File: config.mk
export PLATFORM = sky130hd
export DESIGN_NAME = tlic_store
export DESIGN_NICKNAME = d
export VERILOG_FILES = /design/src/rtl/tlic_store.sv
export SDC_FILE = /design/constraint.sdc
export NUM_CORES = 1
export LEC_CHECK = 0
export ABC_AREA = 0
export BUFFER_PORTS_ARGS = -buffer_cell sky130_fd_sc_hd__buf_2
export CORE_ASPECT_RATIO = 1.5
export CORE_MARGIN = 2
export CORE_UTILIZATION = 55
export DETAILED_ROUTE_END_ITERATION = 8
export PLACE_DENSITY_LB_ADDON = 0.05
export SLEW_MARGIN = 20
export SYNTH_ARGS = -nofsm -noshare
export SYNTH_HDL_FRONTEND = slang
export SYNTH_SLANG_ARGS = --single-unit
File: constraint.sdc
create_clock -name clk -period 2.4 [get_ports clk]
set_clock_uncertainty 0.2 [all_clocks]
set_input_delay 0.24 -clock clk [delete_from_list [all_inputs] [get_ports clk]]
set_output_delay 0.24 -clock clk [all_outputs]
set_load 0.02 [all_outputs]
File: src/rtl/tlic_store.sv
// One row-wide tag/state memory: a row holds every way of one set.
// Generic; one write port, one read port with registered read data.
module tlic_store #(
  parameter int SETS = 64,
  parameter int RW   = 8
) (
  input  logic                                 clk,
  input  logic                                 we,
  input  logic [((SETS > 1) ? $clog2(SETS) : 1)-1:0] waddr,
  input  logic [RW-1:0]                        wdata,
  input  logic                                 re,
  input  logic [((SETS > 1) ? $clog2(SETS) : 1)-1:0] raddr,
  output logic [RW-1:0]                        rdata
);

  logic [RW-1:0] mem [SETS];

  always_ff @(posedge clk) begin
    if (we) begin
      mem[waddr] <= wdata;
    end
    if (re) begin
      rdata <= mem[raddr];
    end
  end

endmodule

==> flow_metrics.py <==
metrics = {
    "outcome": {
        "outcome": "finished clean",
    },
    "critical_path": {
        "end_kind": "flip-flop",
        "worstPathCellList": "mux4_2 -> mux2_2 -> o221a_2 -> nor3_1 -> o32ai_1",
        "worstReg2RegEnd": "rdata[6]",
        "r2r_start": "mem[29][6]",
        "cp_slowest_cell": "mux4_2",
        "crit_family": "multiplexers",
        "start_kind": "flip-flop",
        "r2r_cells": 5,
        "worst-path-max-fanout": 1,
        "r2r_slack_ps": 120,
        "required_ps": 2510,
        "critPathBufInv": 0,
        "arrival_ps": 2390,
        "crit_type": "reg2reg",
        "cp_slowest_stage_delay_ps": 490,
    },
    "final_layout": {
        "n_fill_cell": 2444,
        "stdcell_area_um2": 23500,
        "register_area_um2": 15600,
        "area_growth_pct": 15.9,
        "drive_gt1_frac": 0.334,
        "multi_input_area_um2": 4320,
        "fin_nets": 1144,
        "diodes": 0,
    },
    "floorplan": {
        "die_w_um": 161,
        "core_um2": 36500,
        "ios": 31,
        "die_h_um": 239,
        "num_rows": 86,
        "dieArea_um2": 38400,
        "initial_utilization": 0.555,
    },
    "synth": {
        "synthTopCellsByCount": "edfxtp_1, mux4_2, nor2_1, mux2i_1, nand2_1",
        "synth.most_common_cell": "edfxtp_1",
        "synth_area_per_cell_um2": 21.5,
        "async_flop_share": 0,
        "synth.area.top_cells": "edfxtp_1, mux4_2, nor2_1, mux2i_1, mux2_2",
        "ys_warn_count": 0,
        "syn_nets": 963,
        "synth-seq-area-share": 0.771,
        "netlist_area_um2": 20200,
        "synth_flop_cell": "edfxtp_1",
        "ys_ff_latch": 520,
        "synth_top_area_frac": 0.771,
        "synthCells": 940,
        "synth_edf_count": 520,
        "yosysUniqueCellTypes": 39,
        "synth_top_area_cell": "edfxtp_1",
    },
    "detailed_routing": {
        "drcViolationCount": 0,
        "drt_wl_total_mm": 46.5,
        "routedWlPerCell_um": 28.4,
        "wl_met3_mm": 2.28,
        "firstDrtPassIters": 5,
        "final_antenna_net_count": 0,
        "wl_met1_mm": 17.8,
        "top_layer_used": "met4",
        "wl_met2_mm": 25.1,
        "vias_per_cell": 6.10,
        "vias": 10006,
        "drt_iter0_drc": 1162,
    },
    "pwr": {
        "p_switching_uw": 3790,
        "p_leak_uw": 0.00763,
        "clockPowerShare": 0.396,
        "powerDensity_nw_per_um2": 786,
        "seqPwrFrac": 0.547,
        "p_total_uw": 18400,
        "p_comb_frac": 0.057,
        "intPower_uw": 14600,
        "switching_share": 0.206,
        "ir_drop_mv": 0.731,
    },
    "placed_design": {
        "port_buffers": 30,
        "dp_hpwl_mm": 30.9,
        "gp_congestion": 0.826,
        "post_dp_cell_area_um2": 21900,
    },
    "run": {
        "drv_cap": 0,
    },
    "grt": {
        "grt_pass1_vias": 10445,
        "grt_max_degree": 65,
        "grt_overflow": 0,
        "grt_pass1_wl_mm": 69.1,
        "grt_usage": 0.252,
        "antenna_found_initial": 0,
    },
    "sta": {
        "timing.final.crit_share": 0.952,
        "setup-violations-final": 0,
        "fmax_mhz": 438,
        "hold_viol": 0,
        "tns_ps": 0,
        "drv_slew": 0,
        "slew_headroom": 0.506,
        "fin_crit_ps": 2280,
        "rsz0062_at_grt": "false",
        "worstMarginPinSlew_ps": 742,
    },
    "clocking": {
        "htree_levels": 2,
        "cts_buffer_depth": 3,
        "cts_buffers": 46,
        "cts.sinks": 520,
        "path_clk_slew_ps": 70,
        "clockRootBuffer": "clkbuf_16",
        "cts_tree": "yes",
        "insertion_delay_ps": 560,
    },
    "worst_hold_path": {
        "holdPathStages": 3,
        "worstHoldStart": "waddr[1]",
        "min_to": "mem[54][3]",
        "hold_class": "in2reg",
    },
}
cell usage in the layout (no fill, tap or decap), types with 10 or more instances in the layout:
| cell type | count |
|---|---|
| nand2_1 | 19 |
| clkbuf_16 | 49 |
| nor2b_1 | 14 |
| buf_2 | 25 |
| nand3_1 | 13 |
| mux4_2 | 126 |
| mux2i_1 | 23 |
| buf_4 | 144 |
| mux2_2 | 13 |
| nor2_1 | 83 |
| edfxtp_1 | 520 |
| clkinv_1 | 10 |
per-layer routing:
layer | vias up | global-route usage
li1 | 4275 | -
met1 | 5332 | 0.324
met2 | 321 | 0.453
met3 | 78 | 0.0311
met4 | 0 | 0.0784
met5 | - | 0
kinds of logic after synthesis:
group,Yosys count,share of synthesized area
compound gates,54,0.0206
mux,162,0.159
buf+inv,51,0.0156
simple gates,153,0.0337
flops,520,0.771
layout make-up:
cell class / count / share of cell area
Sequential cell: 520 / 0.665
Multi-Input combinational cell: 369 / 0.184
Timing Repair Buffer: 184 / 0.0614
Clock buffer: 55 / 0.0532
Tap cell: 484 / 0.0258
Clock inverter: 27 / 0.0102
worst reg2reg max path: cells and delay by family (launching register included):
kind	cells	cell delay, ps
and+or+nand+nor	1	260
DFF	1	360
AOI/OAI and AO/OA	2	420
muxes	2	790
flip-flops by register name, summed over array words and instances, names as in the netlist:
| name | flops |
|---|---|
| mem | 512 |
| rdata | 8 |
power groups by stage:
stage | Sequential, uW | Combinational [uW] | Clock (uW)
CTS | 10100 | 1060 | 7420
global placement | 10300 | 1030 | 0
global route | 10100 | 1120 | 7760
floorplan | 10300 | 536 | 0
finish | 10100 | 1050 | 7300
detailed placement | 10300 | 1050 | 0
metrics by stage:
step | std cells | utilization | hold WS [ps] | worst slack (ps)
floorplan | 940 | - | 139 | 154
global placement | 1551 | 0.601 | 413 | -244
detailed placement | 1551 | 0.601 | 412 | -254
CTS | 1639 | 0.643 | 16.0 | 114
global route | 1639 | 0.643 | 48.1 | 77.4
finish | 1639 | 0.643 | 42.1 | 115
repair_timing:
action	in CTS	in global routing
setup endpoints to repair	1	0
resized for setup	1	0
buffers inserted	0	0
hold buffers	6	0
hold endpoints to repair	80	0
worst max-delay path by stage:
stage | start | end | slack, ps | cells after the start
2_1_floorplan | raddr[1] | rdata[3] | 150 | 7
6_report | mem[29][6] | rdata[6] | 120 | 5
3_3_place_gp | raddr[0] | rdata[0] | -240 | 7
3_5_place_dp | raddr[0] | rdata[0] | -250 | 7
5_1_grt | mem[29][6] | rdata[6] | 80 | 5
4_1_cts | mem[29][6] | rdata[6] | 110 | 5
Power figures use the tool's default switching activity.
