### config.mk
export PLATFORM = sky130hd
export DESIGN_NAME = tlic_rowop
export DESIGN_NICKNAME = d
export VERILOG_FILES = /design/src/rtl/tlic_rowop.sv
export SDC_FILE = /design/constraint.sdc
export NUM_CORES = 1
export LEC_CHECK = 0
export BUFFER_PORTS_ARGS = -buffer_cell sky130_fd_sc_hd__buf_2
export CORE_ASPECT_RATIO = 0.5
export CORE_MARGIN = 5
export CORE_UTILIZATION = 30
export DETAILED_ROUTE_END_ITERATION = 8
export GPL_TIMING_DRIVEN = 0
export PLACE_DENSITY = 0.74
export SYNTH_ARGS = -nofsm -noshare
export SYNTH_HDL_FRONTEND = slang
export SYNTH_SLANG_ARGS = --single-unit
### constraint.sdc
create_clock -name vclk -period 4.75
set_input_delay 0.7125 -clock vclk [all_inputs]
set_output_delay 0.7125 -clock vclk [all_outputs]
set_load 0.05 [all_outputs]
### src/rtl/tlic_rowop.sv
// Per-row cache logic: tag lookup, victim choice and LRU age update for one set.
// Uses nothing from the package; purely combinational.
module tlic_rowop #(
  parameter int WAYS = 4
) (
  input  logic [WAYS-1:0][31:0]                            tag,
  input  logic [WAYS-1:0]                                  vld,
  input  logic [WAYS-1:0][((WAYS > 1) ? $clog2(WAYS) : 1)-1:0] age,
  input  logic [5:0]                                       ways,
  input  logic [31:0]                                      find_tag,
  input  logic [((WAYS > 1) ? $clog2(WAYS) : 1)-1:0]       touch_way,
  output logic                                             hit,
  output logic [((WAYS > 1) ? $clog2(WAYS) : 1)-1:0]       hit_way,
  output logic                                             free,
  output logic [((WAYS > 1) ? $clog2(WAYS) : 1)-1:0]       free_way,
  output logic [((WAYS > 1) ? $clog2(WAYS) : 1)-1:0]       lru_way,
  output logic [WAYS-1:0][((WAYS > 1) ? $clog2(WAYS) : 1)-1:0] age_touched
);

  localparam int AW = (WAYS > 1) ? $clog2(WAYS) : 1;

  logic          a_vld;
  logic [AW-1:0] a_age;

  // Lowest matching / lowest free way: scan downward so the lowest wins.
  always_comb begin
    hit      = 1'b0;
    hit_way  = '0;
    free     = 1'b0;
    free_way = '0;
    for (int w = WAYS - 1; w >= 0; w--) begin
      if (w < int'(ways)) begin
        if (vld[w] && (tag[w] == find_tag)) begin
          hit     = 1'b1;
          hit_way = AW'(w);
        end
        if (!vld[w]) begin
          free     = 1'b1;
          free_way = AW'(w);
        end
      end
    end
  end

  // Oldest way, lowest on a tie.
  always_comb begin
    lru_way = '0;
    for (int w = 1; w < WAYS; w++) begin
      if ((w < int'(ways)) && (age[w] > age[lru_way])) begin
        lru_way = AW'(w);
      end
    end
  end

  // Age every valid way younger than the touched one; an invalid touched way
  // counts as older than all.
  assign a_vld = vld[touch_way];
  assign a_age = age[touch_way];

  always_comb begin
    age_touched = age;
    for (int w = 0; w < WAYS; w++) begin
      if ((AW'(w) != touch_way) && (w < int'(ways)) && vld[w] &&
          (!a_vld || (age[w] < a_age)) && (int'(age[w]) + 1 < WAYS)) begin
        age_touched[w] = age[w] + AW'(1);
      end
    end
    age_touched[touch_way] = '0;
  end

endmodule

==> flow_metrics.env <==
export IMPL_pwr_share_comb_pct=100.0
export IMPL_crit_family="compound AO/OA/AOI/OAI gates"
export IMPL_hp_class="primary input to output pin"
export IMPL_power_leakage_nw=1.60
export IMPL_flops_and_latches=0
export IMPL_wirelength_mm=8.93
export IMPL_critPathLaunchType="primary input"
export IMPL_num_vias=2687
export IMPL_ios=196
export IMPL_drv_cap=0
export IMPL_synthTopCellsByArea="xnor2_1 (29%), xor2_1 (23%), ha_1 (8.0%)"
export IMPL_path_class="primary input to output pin"
export IMPL_synthMostInstantiatedCell="xnor2_1"
export IMPL_worstSetupEndpointType="output pin"
export IMPL_drtIter0Drc=96
export IMPL_grt_pass1_wl_mm=13.2
export IMPL_clkbuf_count=0
export IMPL_grt_pass1_vias=2735
export IMPL_p_int_mw=0.169
export IMPL_grt_usage_pct=17.8
export IMPL_pre_cts_slack_ps=228
export IMPL_seq_area_frac_synth_pct=0
export IMPL_antenna_found_initial=0
export IMPL_hold_start="age[6]"
export IMPL_die_x_microns=131
export IMPL_finalMaxSlewViolations=0
export IMPL_path_buf_inv=3
export IMPL_period_needed_ps=4510
export IMPL_synth_area_per_cell_sq_um=7.77
export IMPL_finalNetCount=673
export IMPL_hpwl_mm=8.27
export IMPL_swShare_pct=55.4
export IMPL_ctsHoldBuffers=0
export IMPL_drcViolationCount=0
export IMPL_cp_max_fo=4
export IMPL_syn_to_final_growth_pct=49.9
export IMPL_setup_ws_ps=239
export IMPL_synth_area_leader_cell="xnor2_1"
export IMPL_syn_nets=477
export IMPL_dieArea_sq_um=9250
export IMPL_maxSlewHeadroom_pct=60.7
export IMPL_switchingPower_mw=0.211
export IMPL_setup_worst_path_start="ways[5]"
export IMPL_critPathMaxStageDelay_ps=560
export IMPL_rsz0062_at_grt="false"
export IMPL_drtAntennaViolNets=0
export IMPL_seqPwrFrac_pct=0
export IMPL_ys_warn_count=0
export IMPL_nFillCells=753
export IMPL_viasPerCell=4.69
export IMPL_slowest_stage="or4_4"
export IMPL_gr_total_overflow=0
export IMPL_rows=22
export IMPL_tightest_slew_ps=584
export IMPL_power_density_nw_per_um2=115
export IMPL_synth_top_area_share_pct=28.7
export IMPL_gp_congestion=0.853
export IMPL_synth_distinct_cells=39
export IMPL_peakVddDrop_uv=59.2
export IMPL_finalHoldViolCount=0
export IMPL_multi_input_area_sq_um=2150
export IMPL_first_pass_iters=4
export IMPL_tns_ps=0
export IMPL_setup_violations_final=0
export IMPL_initial_core_util_pct=30.4
export IMPL_syn_inst=283
export IMPL_drive_above_1_share_pct=42.8
export IMPL_path_cells="buf_2 -> or4_4 -> nor2_2 -> a211o_1 -> mux2i_1 -> ha_1 -> a211o_2 -> inv_1 -> nor2_1 -> a21oi_1 -> ha_1 -> a21oi_1 -> nand2_1 -> o21ai_0 -> clkbuf_4"
export IMPL_p_clk_share_pct=0
export IMPL_status="completed"
export IMPL_max_freq_mhz=222
export IMPL_insertedDiodeCount=0
export IMPL_worstPathArrival_ps=3800
export IMPL_ys_top_cells_by_count="xnor2_1 (72), xor2_1 (59), nor4_1 (19), nand4_1 (18), ha_1 (14)"
export IMPL_period_share_pct=95.0
export IMPL_required_ps=4040
export IMPL_fp_dieH_microns=70.6
export IMPL_coreArea_sq_um=7240
export IMPL_wl_per_cell_microns=15.6
export IMPL_grt_start_max_net_pins=10
export IMPL_synthesis_area_sq_um=2200
export IMPL_io_buffers=194
export IMPL_seq_area_sq_um=0
[placed cells by master, fill, tap and decap left out, types with 6 or more instances in the layout]
master | Yosys | final
a21oi_1 | 8 | 8
buf_2 | 0 | 193
ha_1 | 14 | 14
inv_1 | 10 | 10
mux2i_1 | 7 | 6
nand2_1 | 10 | 10
nand4_1 | 18 | 18
nor2_1 | 11 | 11
nor4_1 | 19 | 19
o21ai_0 | 6 | 6
xnor2_1 | 72 | 72
xor2_1 | 59 | 59
[path summary, 6_finish.rpt]
kind	to	slack, ps	depth (start not counted)
hold / removal	age_touched[6]	1830	3
setup / recovery	lru_way[0]	240	15
[cells by family after synthesis]
group,synth area share (%)
AOI/OAI and AO/OA,8.36
xor gates and xnor gates,52.2
adders and majority gates,7.96
buffers and inverters,2.39
muxes,6.43
and+or+nand+nor,22.7
[layer usage]
layer / GRT usage, % / part of all wire [%] / vias to the layer above
met5: 0 / 0 / -
met4: 0.684 / 0.24 / 0
met3: 1.81 / 5.2 / 2
met2: 34.3 / 53 / 68
met1: 22.3 / 41 / 1228
li1: - / - / 1389
[per-stage QoR]
step	instances	utilization [%]	hold slack [ps]	instance area (sq um)	total power [mW]
floorplan	283	-	1680	2200	0.223
global placement	573	45.5	1830	3290	0.374
detailed placement	573	45.5	1820	3290	0.380
CTS	573	45.5	1830	3290	0.382
global route	573	45.5	1850	3300	0.417
finish	573	45.5	1830	3300	0.380
[area by class of cell]
type                            instances  share of cell area (%)
Buffer                                  2                   0.455
Inverter                               10                    1.14
Multi-Input combinational cell        271                    65.2
Tap cell                               96                    3.64
Timing Repair Buffer                  194                    29.5
[power groups by stage]
stage	combinational (mW)	sequential [mW]	clock, mW
final	0.380	0	0
after global routing	0.417	0	0
after CTS	0.382	0	0
after detailed placement	0.380	0	0
after global placement	0.374	0	0
after floorplan	0.223	0	0
[repair_timing]
| action | 4_1_cts | 5_1_grt |
|---|---|---|
| buffers inserted | 0 | 0 |
| resized for setup | 0 | 2 |
| endpoints found under the setup margin | 0 | 1 |
Power figures use the tool's default switching activity.
